===== src/rtl/core/sewl_pkg.sv =====
package sewl_pkg;

    localparam logic [1:0] MODE_INSERT = 2'd0;
    localparam logic [1:0] MODE_LOOKUP = 2'd1;
    localparam logic [1:0] MODE_REMOVE = 2'd2;

    localparam logic [1:0] ST_OK    = 2'd0;
    localparam logic [1:0] ST_MISS  = 2'd1;
    localparam logic [1:0] ST_FULL  = 2'd2;
    localparam logic [1:0] ST_NOTAG = 2'd3;

    // best-so-far value meaning "nothing qualified yet"
    localparam logic [1:0] NO_MATCH_WILD = 2'd3;

    typedef struct packed {
        logic [1:0]  mode;
        logic [31:0] foreign_addr;
        logic [15:0] foreign_port;
        logic [31:0] local_addr;
        logic [15:0] local_port;
        logic        allow_wildcard;
        logic [7:0]  entry_tag;
    } t_req;

    typedef struct packed {
        logic [1:0] status;
        logic [7:0] found_tag;
        logic [1:0] wildcard_count;
    } t_rsp;

    typedef struct packed {
        logic        valid;
        logic [31:0] local_addr;
        logic [15:0] local_port;
        logic [31:0] foreign_addr;
        logic [15:0] foreign_port;
        logic [7:0]  tag;
    } t_entry;

    // per-cell compare result, shifted toward cell 0 during a scan
    typedef struct packed {
        logic       hit;
        logic [1:0] wild;
        logic [7:0] tag;
    } t_scan;

    typedef struct packed {
        logic insert;
        logic load;
        logic shift;
        logic remove;
    } t_cell_ctl;

endpackage


===== src/rtl/core/sewl_ctrl.sv =====
module sewl_ctrl #(
    parameter int unsigned DEPTH = 16
) (
    input  logic                     i_clk,
    input  logic                     i_rst_n,
    input  logic                     i_start,
    input  logic [1:0]               i_mode,
    input  sewl_pkg::t_scan          i_head,
    input  logic                     i_full,
    output sewl_pkg::t_cell_ctl      o_ctl,
    output logic [$clog2(DEPTH)-1:0] o_hit_idx,
    output logic                     o_busy,
    output logic                     o_done,
    output sewl_pkg::t_rsp           o_rsp
);
    import sewl_pkg::*;

    localparam int unsigned IDXW = $clog2(DEPTH);
    localparam logic [IDXW-1:0] LAST_IDX = IDXW'(DEPTH - 1);

    typedef enum logic {
        IDLE,
        SCAN
    } t_state;

    t_state          r_state;
    logic [1:0]      r_mode;
    logic [IDXW-1:0] r_cnt;
    logic [1:0]      r_best;
    logic [7:0]      r_tag;
    logic [IDXW-1:0] r_idx;
    logic            r_done;
    t_rsp            r_rsp;

    logic            accept;
    logic            last;
    logic            better;
    logic [1:0]      cur_best;
    logic [7:0]      cur_tag;
    logic [IDXW-1:0] cur_idx;
    logic            found;
    t_cell_ctl       ctl;

    assign accept = i_start && (r_state == IDLE);
    assign last   = (r_state == SCAN) && (r_cnt == LAST_IDX);

    // strict less-than keeps the newest among equal wildcard counts
    assign better   = i_head.hit && (i_head.wild < r_best);
    assign cur_best = better ? i_head.wild : r_best;
    assign cur_tag  = better ? i_head.tag : r_tag;
    assign cur_idx  = better ? r_cnt : r_idx;
    assign found    = (cur_best != NO_MATCH_WILD);

    always_comb begin
        ctl.insert = accept && (i_mode == MODE_INSERT) && !i_full;
        ctl.load   = accept && ((i_mode == MODE_LOOKUP) || (i_mode == MODE_REMOVE));
        ctl.shift  = (r_state == SCAN);
        ctl.remove = last && (r_mode == MODE_REMOVE) && found;
    end

    always_ff @(posedge i_clk) begin
        if (!i_rst_n) begin
            r_state <= IDLE;
            r_done  <= 1'b0;
            r_cnt   <= '0;
            r_best  <= NO_MATCH_WILD;
        end else begin
            r_done <= 1'b0;
            case (r_state)
                IDLE: begin
                    if (accept) begin
                        r_mode <= i_mode;
                        r_cnt  <= '0;
                        r_best <= NO_MATCH_WILD;
                        r_tag  <= 8'd0;
                        r_idx  <= '0;
                        if (ctl.load) begin
                            r_state <= SCAN;
                        end else begin
                            r_done             <= 1'b1;
                            r_rsp.found_tag      <= 8'd0;
                            r_rsp.wildcard_count <= 2'd0;
                            if (i_mode == MODE_INSERT) begin
                                r_rsp.status <= i_full ? ST_FULL : ST_OK;
                            end else begin
                                r_rsp.status <= ST_MISS;
                            end
                        end
                    end
                end
                SCAN: begin
                    r_best <= cur_best;
                    r_tag  <= cur_tag;
                    r_idx  <= cur_idx;
                    r_cnt  <= r_cnt + IDXW'(1);
                    if (last) begin
                        r_state <= IDLE;
                        r_done  <= 1'b1;
                        if (r_mode == MODE_LOOKUP) begin
                            r_rsp.status         <= found ? ST_OK : ST_MISS;
                            r_rsp.found_tag      <= found ? cur_tag : 8'd0;
                            r_rsp.wildcard_count <= found ? cur_best : 2'd0;
                        end else begin
                            r_rsp.status         <= found ? ST_OK : ST_NOTAG;
                            r_rsp.found_tag      <= 8'd0;
                            r_rsp.wildcard_count <= 2'd0;
                        end
                    end
                end
                default: begin
                    r_state <= IDLE;
                end
            endcase
        end
    end

    assign o_ctl     = ctl;
    assign o_hit_idx = cur_idx;
    assign o_busy    = (r_state != IDLE);
    assign o_done    = r_done;
    assign o_rsp     = r_rsp;

    a_scan_ends: assert property (@(posedge i_clk) disable iff (!i_rst_n)
        last |=> (r_state == IDLE) && r_done)
        else $error("scan did not end with a result");

    a_remove_in_scan: assert property (@(posedge i_clk) disable iff (!i_rst_n)
        ctl.remove |-> (r_state == SCAN) && (r_mode == MODE_REMOVE) && !ctl.insert)
        else $error("table compaction outside a remove scan");

    a_insert_room: assert property (@(posedge i_clk) disable iff (!i_rst_n)
        ctl.insert |-> !i_full && !ctl.load)
        else $error("insert into a full table");

    a_miss_clean: assert property (@(posedge i_clk) disable iff (!i_rst_n)
        (r_done && (r_rsp.status != ST_OK)) |->
            (r_rsp.found_tag == 8'd0) && (r_rsp.wildcard_count == 2'd0))
        else $error("non-hit result carries a tag");

    a_best_range: assert property (@(posedge i_clk) disable iff (!i_rst_n)
        (r_state == SCAN) && (r_best != NO_MATCH_WILD) && (r_mode == MODE_REMOVE)
            |-> (r_best == 2'd0))
        else $error("remove scan recorded a wildcard count");

endmodule


===== config.mk =====
export PLATFORM = sky130hd
export DESIGN_NAME = sewl_ctrl
export DESIGN_NICKNAME = d
export VERILOG_FILES = /design/src/rtl/core/sewl_pkg.sv /design/src/rtl/core/sewl_ctrl.sv
export SDC_FILE = /design/constraint.sdc
export NUM_CORES = 1
export LEC_CHECK = 0
export ABC_AREA = 1
export ABC_CLOCK_PERIOD_IN_PS = 2300
export BUFFER_PORTS_ARGS = -buffer_cell sky130_fd_sc_hd__buf_2
export CAP_MARGIN = 10
export CORE_MARGIN = 8
export CORE_UTILIZATION = 30
export DETAILED_ROUTE_END_ITERATION = 12
export PLACE_DENSITY_LB_ADDON = 0.3
export SLEW_MARGIN = 10
export SYNTH_ARGS = -nofsm -noshare
export SYNTH_HDL_FRONTEND = slang
export SYNTH_SLANG_ARGS = --single-unit
export TNS_END_PERCENT = 30

===== constraint.sdc =====
create_clock -name i_clk -period 2.3 [get_ports i_clk]
set_clock_uncertainty 0.15 [all_clocks]
set_input_delay 0.115 -clock i_clk [delete_from_list [all_inputs] [get_ports i_clk]]
set_output_delay 0.115 -clock i_clk [all_outputs]
set_load 0.01 [all_outputs]

Yosys cells after proc, flatten, opt, wreduce, memory -nomap -nowiden. Index checks and enable logic that the tools add are counted.

Add/subtract/negate cells: 1. Order comparisons: 1. Equality and inequality tests: 9. Multiplexer cells: 29. Bitwise operators: 1. Reductions and logical operators: 14.

Operators with widths (count): two-way mux 12 bit (4); two-way mux 8 bit (3); case mux 12 bit (2 select lines) (1); case mux 4 bit (2 select lines) (2); case mux 8 bit (2 select lines) (1); two-way mux 2 bit (6); logical AND 1 bit (8); two-way mux 4 bit (2); two-way mux 1 bit (7); != test 2 bit (second input constant) (3); adder 4 x 1 -> 4 bit (second input constant) (1); equality test 2 x 1 -> 1 bit (second input constant) (2); equality test 2 bit (second input constant) (2); equality test 4 bit (second input constant) (1); case mux 1 bit (2 select lines) (2); case mux 2 bit (2 select lines) (1); AND reduction 4 bit (1); AND reduction 3 bit (1); zero test 2 bit (1); less-than comparator 2 bit (1); != test 2 x 1 -> 1 bit (second input constant) (1); AND reduction 2 bit (1); zero test 1 bit (1); logical OR 1 bit (1); inverter 1 bit (1).

Register bits: 34. Output and inout bits: 22. Word-level logic and storage cells: 65.

Depth between registers and ports, before layout.
Depth after elaboration: 8. Depth in mapped cells: 9. Depth with buffers taken out: 9.

Worst setup path after synthesis. OpenSTA, ideal clock, no wires.

Path kind: register to register. From: reg r_state, in the netlist o_busy. To: reg r_rsp, in the netlist o_rsp[0], enable pin. Library setup time: 396 ps. Data arrival time: 1711 ps. Data required time: 1754 ps. Slack: 43 ps. Stages on the path, launching flop included: 5. Period minus slack after synthesis: 2257 ps. Path through: dfxtp_1 -> inv_1 -> nand2_1 -> o22ai_1 -> nor3_1.

Longest elaborated chain between the ends: 5.

RTL lines: start, declared (line sewl_ctrl.sv:26) `t_state r_state;`; start signal, assigned (line sewl_ctrl.sv:63) `r_state <= IDLE;`; start signal, assigned (line sewl_ctrl.sv:78) `r_state <= SCAN;`; start signal, assigned (line sewl_ctrl.sv:97) `r_state <= IDLE;`; inverter 1 bit (no line); logical AND 1 bit (line sewl_ctrl.sv:44) `assign accept = i_start && (r_state == IDLE);`; logical AND 1 bit (line sewl_ctrl.sv:56) `ctl.load = accept && ((i_mode == MODE_LOOKUP) || (i_mode == MODE_REMOVE));`; != test 2 bit (no line); AND reduction 4 bit (no line) *; end, declared (line sewl_ctrl.sv:33) `t_rsp r_rsp;`.

Mark *: on every way between the ends. The rest lies on a longest branch, timed or not. A chain may end at the register's enable or synchronous reset.

==> impl_metrics.env <==
export IMPL_period_share_pct=91.47
export IMPL_seq_area_frac_synth_pct=58.20
export IMPL_hpwlAfterDp_um=2477
export IMPL_dr_pass1_iters=4
export IMPL_finalNonFillerCells=295
export IMPL_cp_start_kind="flip-flop"
export IMPL_crit_type="reg2out"
export IMPL_gp_congestion=0.7066
export IMPL_leakage_nw=0.9450
export IMPL_wl_met2_um=1501
export IMPL_wl_met3_um=217
export IMPL_endpoint_kind="output pin"
export IMPL_crit_buf_inv=2
export IMPL_crit_family="simple AND/OR/NAND/NOR gates"
export IMPL_path_max_fanout=27
export IMPL_hp_class="in2reg"
export IMPL_hold_viol=0
export IMPL_grt_pass1_vias=1219
export IMPL_place_inst=283
export IMPL_slew_limit_headroom_pct=30.15
export IMPL_via_per_inst=4.207
export IMPL_netlist_instances=177
export IMPL_final_fill_count=557
export IMPL_htree_num_levels=2
export IMPL_ys_warn_count=0
export IMPL_cp_data_required_time_ns=2.04
export IMPL_io_pins=39
export IMPL_avgSynthCellArea_um2=9.133
export IMPL_setup_tns_ns=0
export IMPL_gr_total_overflow=0
export IMPL_postCtsResizedCells=0
export IMPL_start_util_pct=31.45
export IMPL_insertion_delay_ns=0.28
export IMPL_numCtsBuffers=5
export IMPL_max_vdd_ir_drop_v=0.0002614
export IMPL_fin_crit_ns=2.104
export IMPL_crit_arrival_ns=1.84
export IMPL_die_y_um=89.41
export IMPL_drive_above_1_share_pct=24.89
export IMPL_setup_viol=0
export IMPL_cts_clk_slew_worst_paths_ns=0.07
export IMPL_finalWirelength_um=3370
export IMPL_slew_viol_final=0
export IMPL_multi_input_area_um2=515.5
export IMPL_highest_layer="met4"
export IMPL_row_count=26
export IMPL_synthesis_nets=197
export IMPL_yosys_area_top_type="edfxtp_1"
export IMPL_clockBufferDepth=2
export IMPL_synth_seq_cells=34
export IMPL_antenna_found_initial=0
export IMPL_core_um2=5140
export IMPL_cpPeakStageDelay_ns=0.35
export IMPL_drtAntennaViolNets=0
export IMPL_io_buffers=38
export IMPL_slowest_stage="dfxtp_1"
export IMPL_area_growth_synth_to_final_pct=24.30
export IMPL_p_per_area_nw_per_um2=666.4
export IMPL_grt_max_degree=28
export IMPL_finalCoreUtilization_pct=39.09
export IMPL_max_freq_mhz=475.3
export IMPL_cts_tree="done"
export IMPL_crit_chain="inv_1, ha_1, nand2_2, nand2_4, nand2_1, nand2_2, nand2_4, and3_2, buf_2"
export IMPL_maxCapViolations=0
export IMPL_nets=244
export IMPL_ys_top_cells_by_area="edfxtp_1 (48%), dfxtp_1 (9.9%), inv_1 (8.1%)"
export IMPL_seq_area_um2=940.9
export IMPL_ys_types=19
export IMPL_clock_root_buffer="clkbuf_8"
export IMPL_grt_pass1_wl_um=5561
export IMPL_antenna_cells=0
export IMPL_via_count=1241
export IMPL_max_slew_worst_pin_slew_ns=1.044
export IMPL_drc=0
export IMPL_synth_top_area_share_pct=48.30
export IMPL_wl_per_cell_um=11.42
export IMPL_cts_sinks=34
export IMPL_drtIter0Drc=98
export IMPL_hold_ws_ns=0.02257
export IMPL_m1WireLength_um=1634
export IMPL_status="complete, no violations"
export IMPL_die_area_um2=7993
export IMPL_syn_cell_area_um2=1617
export IMPL_rsz0062_at_grt="no"
export IMPL_gr_usage_all_layers_pct=9.122
export IMPL_fp_dieW_um=89.41
[registers in the layout, indices dropped and copies added, names as in the netlist]
register / flops
r_best: 2
o_done: 1
r_mode: 2
r_idx: 4
r_tag: 8
o_rsp: 12
o_busy: 1
r_cnt: 4
[power breakdown]
part           internal [mW]  switching, mW
Combinational         0.0750          0.135
Clock                  0.208          0.207
Sequential             0.702         0.0113
[worst paths after layout]
check / startpoint / endpoint / slack (ns) / cells past startpoint
worst max-delay path: r_best[1] / o_ctl[0] / 0.20 / 9
worst min-delay path: i_start / r_cnt[1] / 0.02 / 4
worst max register to register: r_best[1] / o_rsp[2] / 0.48 / 9
worst min register to register: r_cnt[3] / r_cnt[3] / 0.36 / 2
[layout make-up]
| cell class | instances | share of cell area (%) |
|---|---|---|
| sequential | 34 | 46.82 |
| multi-input combinational | 103 | 25.65 |
| timing repair buffer | 45 | 12.58 |
| inverter | 35 | 6.538 |
| tap | 70 | 4.359 |
| clock buffer | 6 | 3.611 |
| clock inverter | 2 | 0.4359 |
[cell families after synthesis]
| kind of cell | count (synthesis) | share of synthesized area (%) |
|---|---|---|
| AOI/OAI and AO/OA | 23 | 7.353 |
| buffers and inverters | 40 | 10.22 |
| DFF | 34 | 58.20 |
| adders and majority gates | 3 | 2.322 |
| and+or+nand+nor | 77 | 21.90 |
[worst register-to-register path: cells and delay by family (launching register included)]
family | cells | cell delay, ns
simple gates | 7 | 0.74
flops | 1 | 0.35
buf+inv | 1 | 0.05
fa+ha+maj | 1 | 0.28
[synthesized netlist by cell type]
library cell / count
o21ai_0: 15
and3_2: 1
inv_1: 35
nand3_4: 1
nor3_1: 4
nand2_1: 30
nand3_1: 4
dfxtp_1: 8
nand2_2: 3
o22ai_1: 3
nor2_1: 28
ha_1: 3
nand4_1: 3
nor2_4: 1
a21oi_1: 5
edfxtp_1: 26
clkbuf_1: 1
buf_4: 4
nand2_4: 2
[per-stage QoR]
stage	setup slack, ns	cell area, um2	total power [mW]
5_1_grt	0.03534	2009	1.407
6_report	0.1962	2009	1.339
3_5_place_dp	0.4820	1888	0.9346
3_3_place_gp	0.5125	1888	0.9337
4_1_cts	0.1740	2009	1.356
2_1_floorplan	0.04311	1617	0.8623
[metal layers]
metal | vias to the layer above | track usage (%)
met5 | - | 0
met4 | 0 | 3.625
met3 | 2 | 2.574
met2 | 33 | 14.41
met1 | 549 | 11.42
li1 | 657 | -
[cells in the final DEF, fill, tap and decap left out, types with 4 or more instances in the layout]
master	instances
buf_2	38
dlygate4sd3_1	4
edfxtp_1	26
clkbuf_8	5
dfxtp_1	8
inv_1	35
o21ai_0	15
nand3_1	4
nor2_1	28
nand2_1	30
a21oi_1	5
[repair_timing]
| item | in CTS | in global routing |
|---|---|---|
| hold buffers | 4 | 0 |
| endpoints found under the hold margin | 8 | 0 |
| setup buffers | 0 | 0 |
No activity file was read; power rests on OpenSTA's default activity.
