[src/rtl/core/sewl_pkg.sv]
package sewl_pkg;

    localparam logic [1:0] MODE_INSERT = 2'd0;
    localparam logic [1:0] MODE_LOOKUP = 2'd1;
    localparam logic [1:0] MODE_REMOVE = 2'd2;

    localparam logic [1:0] ST_OK    = 2'd0;
    localparam logic [1:0] ST_MISS  = 2'd1;
    localparam logic [1:0] ST_FULL  = 2'd2;
    localparam logic [1:0] ST_NOTAG = 2'd3;

    // best-so-far value meaning "nothing qualified yet"
    localparam logic [1:0] NO_MATCH_WILD = 2'd3;

    typedef struct packed {
        logic [1:0]  mode;
        logic [31:0] foreign_addr;
        logic [15:0] foreign_port;
        logic [31:0] local_addr;
        logic [15:0] local_port;
        logic        allow_wildcard;
        logic [7:0]  entry_tag;
    } t_req;

    typedef struct packed {
        logic [1:0] status;
        logic [7:0] found_tag;
        logic [1:0] wildcard_count;
    } t_rsp;

    typedef struct packed {
        logic        valid;
        logic [31:0] local_addr;
        logic [15:0] local_port;
        logic [31:0] foreign_addr;
        logic [15:0] foreign_port;
        logic [7:0]  tag;
    } t_entry;

    // per-cell compare result, shifted toward cell 0 during a scan
    typedef struct packed {
        logic       hit;
        logic [1:0] wild;
        logic [7:0] tag;
    } t_scan;

    typedef struct packed {
        logic insert;
        logic load;
        logic shift;
        logic remove;
    } t_cell_ctl;

endpackage

[src/rtl/core/sewl_cell.sv]
module sewl_cell #(
    parameter int unsigned DEPTH = 16,
    parameter int unsigned IDX   = 0
) (
    input  logic                     i_clk,
    input  logic                     i_rst_n,
    input  sewl_pkg::t_cell_ctl      i_ctl,
    input  logic [$clog2(DEPTH)-1:0] i_hit_idx,
    input  sewl_pkg::t_req           i_req,
    input  sewl_pkg::t_entry         i_newer,
    input  sewl_pkg::t_entry         i_older,
    input  sewl_pkg::t_scan          i_older_scan,
    output sewl_pkg::t_entry         o_entry,
    output sewl_pkg::t_scan          o_scan
);
    import sewl_pkg::*;

    localparam int unsigned IDXW = $clog2(DEPTH);
    localparam logic [IDXW-1:0] MY_IDX = IDXW'(IDX);

    t_entry r_entry;
    t_scan  r_scan;
    t_scan  cmp;

    always_comb begin
        logic       fail;
        logic [1:0] wild;
        fail = !r_entry.valid || (r_entry.local_port != i_req.local_port);
        wild = 2'd0;
        if (r_entry.local_addr != 32'd0) begin
            if (i_req.local_addr == 32'd0) begin
                wild = wild + 2'd1;
            end else if (r_entry.local_addr != i_req.local_addr) begin
                fail = 1'b1;
            end
        end else if (i_req.local_addr != 32'd0) begin
            wild = wild + 2'd1;
        end
        if (r_entry.foreign_addr != 32'd0) begin
            if (i_req.foreign_addr == 32'd0) begin
                wild = wild + 2'd1;
            end else if (r_entry.foreign_addr != i_req.foreign_addr ||
                         r_entry.foreign_port != i_req.foreign_port) begin
                fail = 1'b1;
            end
        end else if (i_req.foreign_addr != 32'd0) begin
            wild = wild + 2'd1;
        end
        if (wild != 2'd0 && !i_req.allow_wildcard) begin
            fail = 1'b1;
        end
        cmp.tag = r_entry.tag;
        if (i_req.mode == MODE_REMOVE) begin
            cmp.hit  = r_entry.valid && (r_entry.tag == i_req.entry_tag);
            cmp.wild = 2'd0;
        end else begin
            cmp.hit  = !fail;
            cmp.wild = wild;
        end
    end

    always_ff @(posedge i_clk) begin
        if (!i_rst_n) begin
            r_entry.valid <= 1'b0;
            r_scan.hit    <= 1'b0;
        end else begin
            if (i_ctl.insert) begin
                r_entry <= i_newer;
            end else if (i_ctl.remove && (MY_IDX >= i_hit_idx)) begin
                r_entry <= i_older;
            end
            if (i_ctl.load) begin
                r_scan <= cmp;
            end else if (i_ctl.shift) begin
                r_scan <= i_older_scan;
            end
        end
    end

    assign o_entry = r_entry;
    assign o_scan  = r_scan;

endmodule

[config.mk]
export PLATFORM = sky130hd
export DESIGN_NAME = sewl_cell
export DESIGN_NICKNAME = d
export VERILOG_FILES = /design/src/rtl/core/sewl_pkg.sv /design/src/rtl/core/sewl_cell.sv
export SDC_FILE = /design/constraint.sdc
export NUM_CORES = 1
export LEC_CHECK = 0
export BUFFER_PORTS_ARGS = -buffer_cell sky130_fd_sc_hd__buf_2
export CORE_AREA = 3 3 174 176
export CTS_CLUSTER_SIZE = 24
export DETAILED_ROUTE_END_ITERATION = 10
export DIE_AREA = 0 0 177 179
export GPL_TIMING_DRIVEN = 1
export SLEW_MARGIN = 20
export SYNTH_ARGS = -nofsm -noshare
export SYNTH_HDL_FRONTEND = slang
export SYNTH_SLANG_ARGS = --single-unit
[constraint.sdc]
create_clock -name i_clk -period 9 [get_ports i_clk]
set_input_delay 0.9 -clock i_clk [delete_from_list [all_inputs] [get_ports i_clk]]
set_output_delay 0.9 -clock i_clk [all_outputs]
set_load 0.01 [all_outputs]
Word-level counts from Yosys, hierarchy flattened
Index checks and enable logic that the tools add are counted.

Add/sub/neg operators: 1. $lt $le $gt $ge: 1. Equal/unequal tests: 6. Mux-type cells: 18. Reductions and logical operators: 19.

Operators with widths (number): two-way mux 105 bit (2); nonzero test 32 bit (4); zero test 32 bit (2); inequality test 32 bit (2); inequality test 16 bit (2); two-way mux 11 bit (2); two-way mux 1 bit (9); == test 8 bit (1); two-way mux 2 bit (4); nonzero test 2 bit (3); >= comparator 1 x 4 -> 1 bit (first input constant) (1); AND reduction 2 bit (2); logical AND 1 bit (3); zero test 1 bit (3); two-way mux 3 bit (1); adder 2 x 1 -> 2 bit (second input constant) (1); == test 2 bit (second input constant) (1); logical OR 1 bit (2).

Bits in registers: 116. Input port bits: 338. Output and inout bits: 116. Word-level logic and storage cells: 54.

Logic depth before layout (Yosys ltp)
Gate-level depths: netlist of run 1.

Depth in word-level cells: 12. Gate-level depth with buffers: 8. Mapped depth without buffers: 8.

Worst setup path before layout of run 1
Ideal clock, no wire load.

Path kind: input to register. From: in i_hit_idx[3]. To: reg r_entry, in the netlist o_entry[0], enable pin. Setup time: 0.580 ns. Arrival: 5.891 ns. Required time: 8.420 ns. Path slack: 2.529 ns. Cell stages on the path: 3. Path buffers: 0. Path through: nor4_1 a21oi_1 nor2b_1.

Word-level cells in the longest chain between the ends: 4.

Ends and longest elaborated chain: from (decl) (line sewl_cell.sv:8) `input logic [$clog2(DEPTH)-1:0] i_hit_idx,`; >= comparator 1 x 4 -> 1 bit (line sewl_cell.sv:69) `end else if (i_ctl.remove && (MY_IDX >= i_hit_idx)) begin`; logical AND 1 bit (line sewl_cell.sv:69); nonzero test 2 bit (no line); AND reduction 2 bit (no line); to (signal assigned) (line sewl_cell.sv:68) `r_entry <= i_newer;`; to (signal assigned) (line sewl_cell.sv:70) `r_entry <= i_older;`; to (decl) (line sewl_cell.sv:21) `t_entry r_entry;`.

Every way passes these cells. A chain may end at the register's enable or synchronous reset.

Worst setup path after layout of run 1
From: in i_ctl[3] (netlist name). To: reg r_entry, in the netlist o_entry[71], data pin.

Word-level cells in the longest chain between the ends: 1.

Ends and longest elaborated chain: from (decl) (line sewl_cell.sv:7) `input sewl_pkg::t_cell_ctl i_ctl,`; two-way mux 105 bit (line sewl_cell.sv:67) `if (i_ctl.insert) begin`.

Every way passes these cells.

==> impl_metrics.yaml, run 1 <==
outcome:
  status: "completed"
logic_synthesis:
  ys_ff_latch: 116
  syn-num-nets: 797
  synth_top_area_share_pct: 53.3
  yosys-mux-area-fraction_pct: 20.1
  postSynthCellCount: 457
  synthAdderAreaFrac_pct: 0.390
  synth_xor_area_share_pct: 14.5
  yosysSeqAreaShare_pct: 53.9
  synth_top_family_by_area: "multiplexers"
  yosysWarnings: 0
  synth_area_mm2: 0.00642
  synth.area.top_cells: "edfxtp_1 (53%), mux2_1 (19%), xnor2_1 (13%)"
  synth_top_area_cell: "edfxtp_1"
  syn_area_per_cell_um2: 14.1
  synth_compound_area_share_pct: 1.17
  synthDistinctLibCells: 32
  yosys.area_share.simple_pct: 8.83
route:
  drt-initial-drc-count: 275
  drcViolationCount: 0
  dr.pass1.iters: 4
  final_antenna_net_count: 0
  via_per_inst: 4.37
  wl_mm: 26.2
  num_vias: 5750
  wire_per_inst_um: 19.9
setup_path:
  r2r_cells: 7
  path_max_fanout: 61
  crit_path_start_kind: "input pin"
  required_ps: 9140
  critPathKind: "input pin to flop"
  arrival_ps: 2670
  crit_path_end_kind: "flop"
placement:
  dp_slack_ps: 6030
  dpl_cell_area_mm2: 0.00915
  dpl.cell_count: 1284
  hpwl_mm: 21.7
  numPortBuffers: 453
  gp_congestion: 0.861
cts:
  cts_tree: "built"
  htreeDepth: 4
  path_clk_slew_ps: 60
  clk-insertion-delay-late_ps: 410
  numCtsBuffers: 17
  cts_buffer_depth: 2
  cts_resized: 0
  cts_sinks: 116
  cts.hold.buffers_added: 0
  cts_setup_buffers: 0
  root_buffer: "clkbuf_16"
global_route:
  grt_pass1_wl_mm: 36.1
  grtUsageTotal_pct: 15.5
  grt_pass1_vias: 5849
  globalRouteMet3Util_pct: 3.47
  grt_max_degree: 62
  grt_util_met1_pct: 21.3
  top_usage_layer: "met2"
  grt_overflow_total: 0
  antenna_found_initial: 0
  grt_util_met2_pct: 25.0
die:
  ioPinCount: 454
  dieWidth_um: 177
  dieArea_mm2: 0.0317
  die_h_um: 179
  core_region_area_mm2: 0.0288
  row_count: 62
  start_util_pct: 22.3
final_layout:
  layoutNonFillerInstCount: 1316
  multi_input_area_mm2: 0.00289
  fin_nets: 1259
  fin_area_mm2: 0.00970
  regArea_mm2: 0.00346
  layout_common_cells: "buf_2 (452), edfxtp_1 (114), mux2_1 (110)"
  layout_commonest_cell: "buf_2"
  drive_above_1_share_pct: 53.1
  fin_util_pct: 33.7
  fill_cells: 2967
  areaGrowthSynthToFinish_pct: 51.1
  diodes: 0
min_path:
  hold_path_depth: 2
  holdCritPathClass: "flop to flop"
power:
  switching_share_pct: 27.8
  combPwrFrac_pct: 17.4
  p_clk_share_pct: 40.2
  switchingPower_mw: 0.452
  p_leak_nw: 3.98
  power_frac_seq_pct: 42.5
  powerDensity_mw_per_mm2: 167
  ir_worst_vdd_mv: 0.0884
  p_int_mw: 1.17
flow_run:
  drv_cap: 0
sta:
  finalHoldViolations: 0
  slew_viol_final: 0
  rsz0062_at_grt: "false"
  fmax_mhz: 395
  timing.final.crit_period_ps: 2530
  fin_skew_ps: 9.71
  worstMarginPinSlew_ps: 792
  finalSetupViolCount: 0
  setup_tns_ps: 0
  relSlewSlack_pct: 47.2
  worst_slack_ps: 6470
  period_share_pct: 28.1
path summary, 6_finish.rpt:
check,slack (ps),endpoint,start
worst max register to register,6580,o_scan[10]$_SDFFE_PN0N_,o_entry[97]$_DFFE_PP_
worst min-delay path,580,o_entry[104]$_SDFFE_PN0N_,o_entry[104]$_SDFFE_PN0N_
worst max-delay path,6470,o_entry[71]$_DFFE_PP_,i_ctl[3]
worst min register to register,580,o_entry[104]$_SDFFE_PN0N_,o_entry[104]$_SDFFE_PN0N_
routing by layer:
| layer | vias to the layer above | wire, um |
|---|---|---|
| met3 | 10 | 1820 |
| met2 | 273 | 12800 |
| met4 | 0 | 211 |
| met5 | - | 0 |
| li1 | 2704 | - |
| met1 | 2763 | 11400 |
cell families (layout without fill, tap and decap cells):
logic type,after synthesis,count (layout)
xor gates and xnor gates,106,106
buffers and inverters,17,492
adders and majority gates,2,2
and+or+nand+nor,90,90
DFF,116,116
AOI/OAI and AO/OA,11,11
muxes,115,115
power by group through the flow:
stage	clock, mW	sequential (mW)	combinational [mW]
finish	0.652	0.690	0.282
global route	0.697	0.694	0.306
CTS	0.679	0.690	0.284
detailed placement	0	0.700	0.283
global placement	0	0.700	0.279
floorplan	0	0.710	0.106
registers in the layout, indices dropped and copies added (netlist names):
name     count
o_entry    105
o_scan      11
critical path, cell delays in order:
cell and delay, ps:
buf_4 500, buf_4 740, mux2_1 410
metrics by stage:
stage | hold WS (ps) | power (mW)
2_1_floorplan | 558 | 0.816
3_5_place_dp | 578 | 0.983
6_report | 583 | 1.62
5_1_grt | 646 | 1.70
3_3_place_gp | 553 | 0.979
4_1_cts | 588 | 1.65
cells in the mapped netlist (all sizes together):
cell type	instances
buf	6
nand2	1
a221oi	1
a21oi	2
inv	4
dfxtp	2
nor4	40
or4	1
a211oi	1
nand4	32
mux2	112
a311oi	1
xor2	14
clkbuf	7
nand3	1
edfxtp	114
nor3	3
mux2i	3
xnor2	92
o22ai	2
nor2	10
o21ai	2
ha	2
o21a	1
a41o	1
nor2b	2
cell type report:
type                    count  share of cell area (%)
flip-flops and latches    116                    35.7
repair buffers            456                    23.6
well taps                 384                    4.95
multi-input cells         324                    29.8
clock buffers              17                    4.38
inverters                   4                   0.155
clock inverters            15                    1.35
Note: power is estimated with default switching activity, not from simulation.
==> run 2, diff against run 1 <==
==> constraint.sdc (replaced) <==
create_clock -name i_clk -period 2.2 [get_ports i_clk]
set_input_delay 0.22 -clock i_clk [delete_from_list [all_inputs] [get_ports i_clk]]
set_output_delay 0.22 -clock i_clk [all_outputs]
set_load 0.01 [all_outputs]
==> impl_metrics.yaml, run 2 (synthesis results as in run 1) <==
setup_path:
  crit_path_start_kind: "flop"
  r2r-end: "o_scan[8]$_DFFE_PP_"
  crit_path_end_kind: "flop"
  reg2reg_slack_ps: -30
  path_max_fanout: 3
  arrival_ps: 2380
  critPathKind: "flop to flop"
  r2r_cells: 7
  r2r_start: "o_entry[102]$_DFFE_PP_"
  required_ps: 2350
min_path:
  holdCritPathClass: "input pin to flop"
  hold_path_depth: 2
  holdPathEnd: "o_entry[66]$_DFFE_PP_"
  hp-start: "i_older[66]"
route:
  drt-initial-drc-count: 301
  wl_mm: 27.2
  via_per_inst: 4.37
  final_antenna_net_count: 0
  num_vias: 6095
  dr.pass1.iters: 5
  drcViolationCount: 0
  wire_per_inst_um: 19.5
final_layout:
  fill_cells: 2877
  layout_common_cells: "buf_2 (452), edfxtp_1 (114), mux2_1 (110)"
  fin_area_mm2: 0.0105
  diodes: 0
  largest_reg_flops: 105
  layout_commonest_cell: "buf_2"
  drive_above_1_share_pct: 58.8
  fin_nets: 1338
  areaGrowthSynthToFinish_pct: 64.2
cts:
  cts_buffer_depth: 2
  cts_sinks: 116
  numCtsBuffers: 17
  cts.hold.buffers_added: 0
  cts_tree: "built"
  root_buffer: "clkbuf_16"
  clk-insertion-delay-late_ps: 410
  path_clk_slew_ps: 60
  htreeDepth: 4
die:
  core_region_area_mm2: 0.0288
  dieWidth_um: 177
  start_util_pct: 22.3
  dieArea_mm2: 0.0317
  row_count: 62
  die_h_um: 179
  ioPinCount: 454
global_route:
  grt_pass1_vias: 6156
  grt_pass1_wl_mm: 37.4
  grt_max_degree: 55
  grt_overflow_total: 0
  grtUsageTotal_pct: 16.2
  antenna_found_initial: 1
sta:
  timing.final.crit_period_ps: 2230
  hold_ws_ps: 82.8
  fin_skew_ps: 9.95
  relSlewSlack_pct: 67.3
  worstMarginPinSlew_ps: 491
  worst_slack_ps: -30.5
  finalHoldViolations: 0
  rsz0062_at_grt: "true"
  slew_viol_final: 0
  fmax_mhz: 448
  period_share_pct: 101
  finalSetupViolCount: 2
power:
  ir_worst_vdd_mv: 0.441
  p_leak_nw: 4.45
  powerDensity_mw_per_mm2: 656
outcome:
  violations: "negative setup slack"
  status: "finished with violations"
placement:
  dpl_cell_area_mm2: 0.00981
  numPortBuffers: 453
  gp_congestion: 0.872
  hpwl_mm: 23.0
  dp_slack_ps: -216
flow_run:
  drv_cap: 0
==> run 2: cell types whose count changed in the layout (fill, tap and decap cells not counted), sizes merged <==
cell / previous run / this run
bufinv: 1 / 2
clkinv: 5 / 6
buf: 456 / 535
clkinvlp: 6 / 4
==> run 2: layout make-up <==
type                            instances  area [um2]  area share [%]
Sequential cell                       116        3460            32.8
Clock inverter                         15         155            1.47
Tap cell                              384         480            4.56
Inverter                                4        15.0           0.142
Clock buffer                           17         425            4.03
Timing Repair Buffer                  535        2950            28.0
Multi-Input combinational cell        324        3060            29.0
==> run 2: repair_timing <==
action	CTS	global route
gates cloned	0	0
setup endpoints to repair	3	3
buffers inserted	2	0
gates resized for setup	14	7
pin swaps	6	4
==> run 2: how the worst max path moves through the flow <==
stage / from / endpoint / slack, ps
final: o_entry[102]$_DFFE_PP_ / o_scan[8]$_DFFE_PP_ / -30
after global routing: o_entry[102]$_DFFE_PP_ / o_scan[8]$_DFFE_PP_ / -140
after CTS: o_entry[45]$_DFFE_PP_ / o_scan[10]$_SDFFE_PN0N_ / 6
after detailed placement: o_entry[96]$_DFFE_PP_ / o_scan[10]$_SDFFE_PN0N_ / -220
after global placement: o_entry[96]$_DFFE_PP_ / o_scan[10]$_SDFFE_PN0N_ / -160
after floorplan: i_hit_idx[3] / o_entry[0]$_DFFE_PP_ / -380
==> run 2: routing by layer <==
| layer | vias to the layer above | wire [um] | GRT usage, % |
|---|---|---|---|
| met5 | - | 0 | 0 |
| met4 | 0 | 215 | 3.80 |
| met1 | 2966 | 11500 | 21.0 |
| li1 | 2857 | - | - |
| met3 | 11 | 1920 | 3.88 |
| met2 | 261 | 13600 | 27.3 |
==> run 2: through the flow <==
stage	TNS, ps	total power [mW]	std cells	util (%)
global route	-384	7.22	1395	36.6
finish	-55.8	6.91	1395	36.6
detailed placement	-439	4.18	1362	34.1
floorplan	-39100	3.33	457	-
CTS	0	7.02	1396	36.5
global placement	-301	4.17	1362	34.1
==> run 2: power by group <==
part,total [mW],internal [mW],switching (mW)
clock,2.76,1.67,1.09
combinational,1.37,0.717,0.654
sequential,2.78,2.64,0.136
==> run 2: critical path: stages, from the launching register on <==
cell and delay [ps]:
edfxtp_1 400, nor4_2 340, nand4_1 260, nor2_2 220, xor2_2 260, ha_4 260, xor2_1 150, o22ai_1 80
==> run 3, diff against run 2 <==
--- a/config.mk
+++ b/config.mk
@@ -6,10 +6,10 @@
 export NUM_CORES = 1
 export LEC_CHECK = 0
 export BUFFER_PORTS_ARGS = -buffer_cell sky130_fd_sc_hd__buf_2
-export CORE_AREA = 3 3 174 176
+export CORE_AREA = 3 3 176 178
 export CTS_CLUSTER_SIZE = 24
 export DETAILED_ROUTE_END_ITERATION = 10
-export DIE_AREA = 0 0 177 179
+export DIE_AREA = 0 0 179 181
 export GPL_TIMING_DRIVEN = 1
 export SLEW_MARGIN = 20
 export SYNTH_ARGS = -nofsm -noshare
==> constraint.sdc (replaced) <==
create_clock -name i_clk -period 2.2 [get_ports i_clk]
set_input_delay 0.22 -clock i_clk [delete_from_list [all_inputs] [get_ports i_clk]]
set_output_delay 0.22 -clock i_clk [all_outputs]
set_load 0.05 [all_outputs]
==> impl_metrics.yaml, run 3 (synthesis results as in run 1) <==
placement:
  numPortBuffers: 453
  dpl_cell_area_mm2: 0.00966
  dpl.cell_count: 1347
  gp_congestion: 0.908
  dp_slack_ps: -207
  hpwl_mm: 22.5
sta:
  slew_viol_final: 0
  timing.final.crit_period_ps: 2210
  setup_tns_ps: -10.6
  worst_slack_ps: -10.6
  finalSetupViolCount: 1
  period_share_pct: 100
  relSlewSlack_pct: 70.4
  fin_skew_ps: 10.3
  worstMarginPinSlew_ps: 445
  rsz0062_at_grt: "true"
  finalHoldViolations: 0
  fmax_mhz: 452
setup_path:
  arrival_ps: 2350
  crit_path_start_kind: "flop"
  required_ps: 2340
  path_max_fanout: 2
  r2r_start: "o_entry[89]$_DFFE_PP_"
  crit_path_start: "o_entry[89]$_DFFE_PP_"
  crit_chain: "nor4_2 -> nand4_1 -> nor2_2 -> xor2_2 -> ha_4 -> xor2_1 -> o22ai_1"
  cp-endpoint: "o_scan[8]$_DFFE_PP_"
  r2r_cells: 7
  reg2reg_slack_ps: -10
  r2r-end: "o_scan[8]$_DFFE_PP_"
  crit_path_end_kind: "flop"
  cp_slowest_stage_delay_ps: 400
  slowest_stage: "edfxtp_1"
  critPathKind: "flop to flop"
cts:
  root_buffer: "clkbuf_16"
  path_clk_slew_ps: 60
  cts_buffer_depth: 2
  htreeDepth: 4
  cts_tree: "built"
  cts.hold.buffers_added: 0
  cts_sinks: 116
  numCtsBuffers: 17
  clk-insertion-delay-late_ps: 410
die:
  start_util_pct: 21.7
  dieWidth_um: 179
  dieArea_mm2: 0.0324
  ioPinCount: 454
  row_count: 63
  die_h_um: 181
  core_region_area_mm2: 0.0296
route:
  num_vias: 5912
  wire_per_inst_um: 19.3
  via_per_inst: 4.27
  drt-initial-drc-count: 275
  wl_mm: 26.7
  final_antenna_net_count: 0
  dr.pass1.iters: 4
  drcViolationCount: 0
outcome:
  status: "finished with violations"
  violations: "negative setup slack"
final_layout:
  fill_cells: 3008
  areaGrowthSynthToFinish_pct: 61.9
  fin_area_mm2: 0.0104
  regArea_mm2: 0.00346
  layout_commonest_cell: "buf_2"
  layoutNonFillerInstCount: 1384
  fin_nets: 1319
  drive_above_1_share_pct: 57.7
  largest_reg_flops: 105
  multi_input_area_mm2: 0.00303
  layout_common_cells: "buf_2 (452), edfxtp_1 (114), mux2_1 (110)"
min_path:
  holdCritPathClass: "input pin to flop"
global_route:
  grt_overflow_total: 0
  grt_pass1_vias: 6103
  antenna_found_initial: 2
  grt_pass1_wl_mm: 37.4
  grt_max_degree: 57
  top_usage_layer: "met2"
  grt_util_met2_pct: 26.3
  globalRouteMet3Util_pct: 3.72
  grt_util_met1_pct: 20.4
  grtUsageTotal_pct: 15.8
flow_run:
  drv_cap: 0
power:
  powerDensity_mw_per_mm2: 709
  ir_worst_vdd_mv: 0.452
  p_leak_nw: 4.36
## run 3: cell count changes in the layout (fill, tap and decap cells not counted), sizes merged
cell    previous run  this run
buf              535       516
clkbuf            17        23
clkinv             6         3
inv                7         4
diode              0         2
## run 3: repair_timing
action | in CTS | in global routing
setup buffers | 2 | 1
setup endpoints to repair | 2 | 2
pin swaps | 7 | 5
gates resized for setup | 16 | 3
## run 3: power by group
group,internal (mW),switching [mW]
clock,1.75,1.01
sequential,2.65,0.137
combinational,0.692,1.13
total,5.09,2.28
## run 3: metrics by stage
| stage | power [mW] | hold WS, ps | utilization [%] |
|---|---|---|---|
| 2_1_floorplan | 3.82 | 335 | - |
| 3_3_place_gp | 4.63 | 503 | 32.7 |
| 3_5_place_dp | 4.64 | 505 | 32.7 |
| 4_1_cts | 7.48 | 54.1 | 35.1 |
| 5_1_grt | 7.68 | 61.9 | 35.2 |
| 6_report | 7.37 | 79.7 | 35.2 |
## run 3: cell type report
class	count	share of cell area (%)
Clock inverter	9	1.01
Clock buffer	23	4.60
Timing Repair Buffer	516	27.0
Multi-Input combinational cell	324	29.2
Inverter	4	0.144
Tap cell	390	4.69
Sequential cell	116	33.3
Antenna cell	2	0.0481
## run 3: metal layers
metal  wire length [um]  vias to the layer above
met5                  0                        -
met1              11300                     2828
met3               1860                       18
met4                398                        0
li1                   -                     2820
met2              13200                      246
## run 3: worst max-delay path, delay by kind of cell, from the launching register on
| family | cells | cell delay, ps |
|---|---|---|
| AOI/OAI and AO/OA | 1 | 90 |
| xor gates and xnor gates | 2 | 420 |
| adders and majority gates | 1 | 240 |
| DFF | 1 | 400 |
| and+or+nand+nor | 3 | 780 |
## run 3: worst min path at each step
stage                 start                       to  slack [ps]  depth (start not counted)
2_1_floorplan       i_rst_n  o_scan[10]$_SDFFE_PN0N_         330                          2
6_report           i_req[8]  o_scan[10]$_SDFFE_PN0N_          80                          3
5_1_grt        i_older[102]   o_entry[102]$_DFFE_PP_          60                          2
3_5_place_dp       i_req[8]  o_scan[10]$_SDFFE_PN0N_         510                          3
4_1_cts            i_req[8]  o_scan[10]$_SDFFE_PN0N_          50                          3
3_3_place_gp    i_older[16]    o_entry[16]$_DFFE_PP_         500                          2
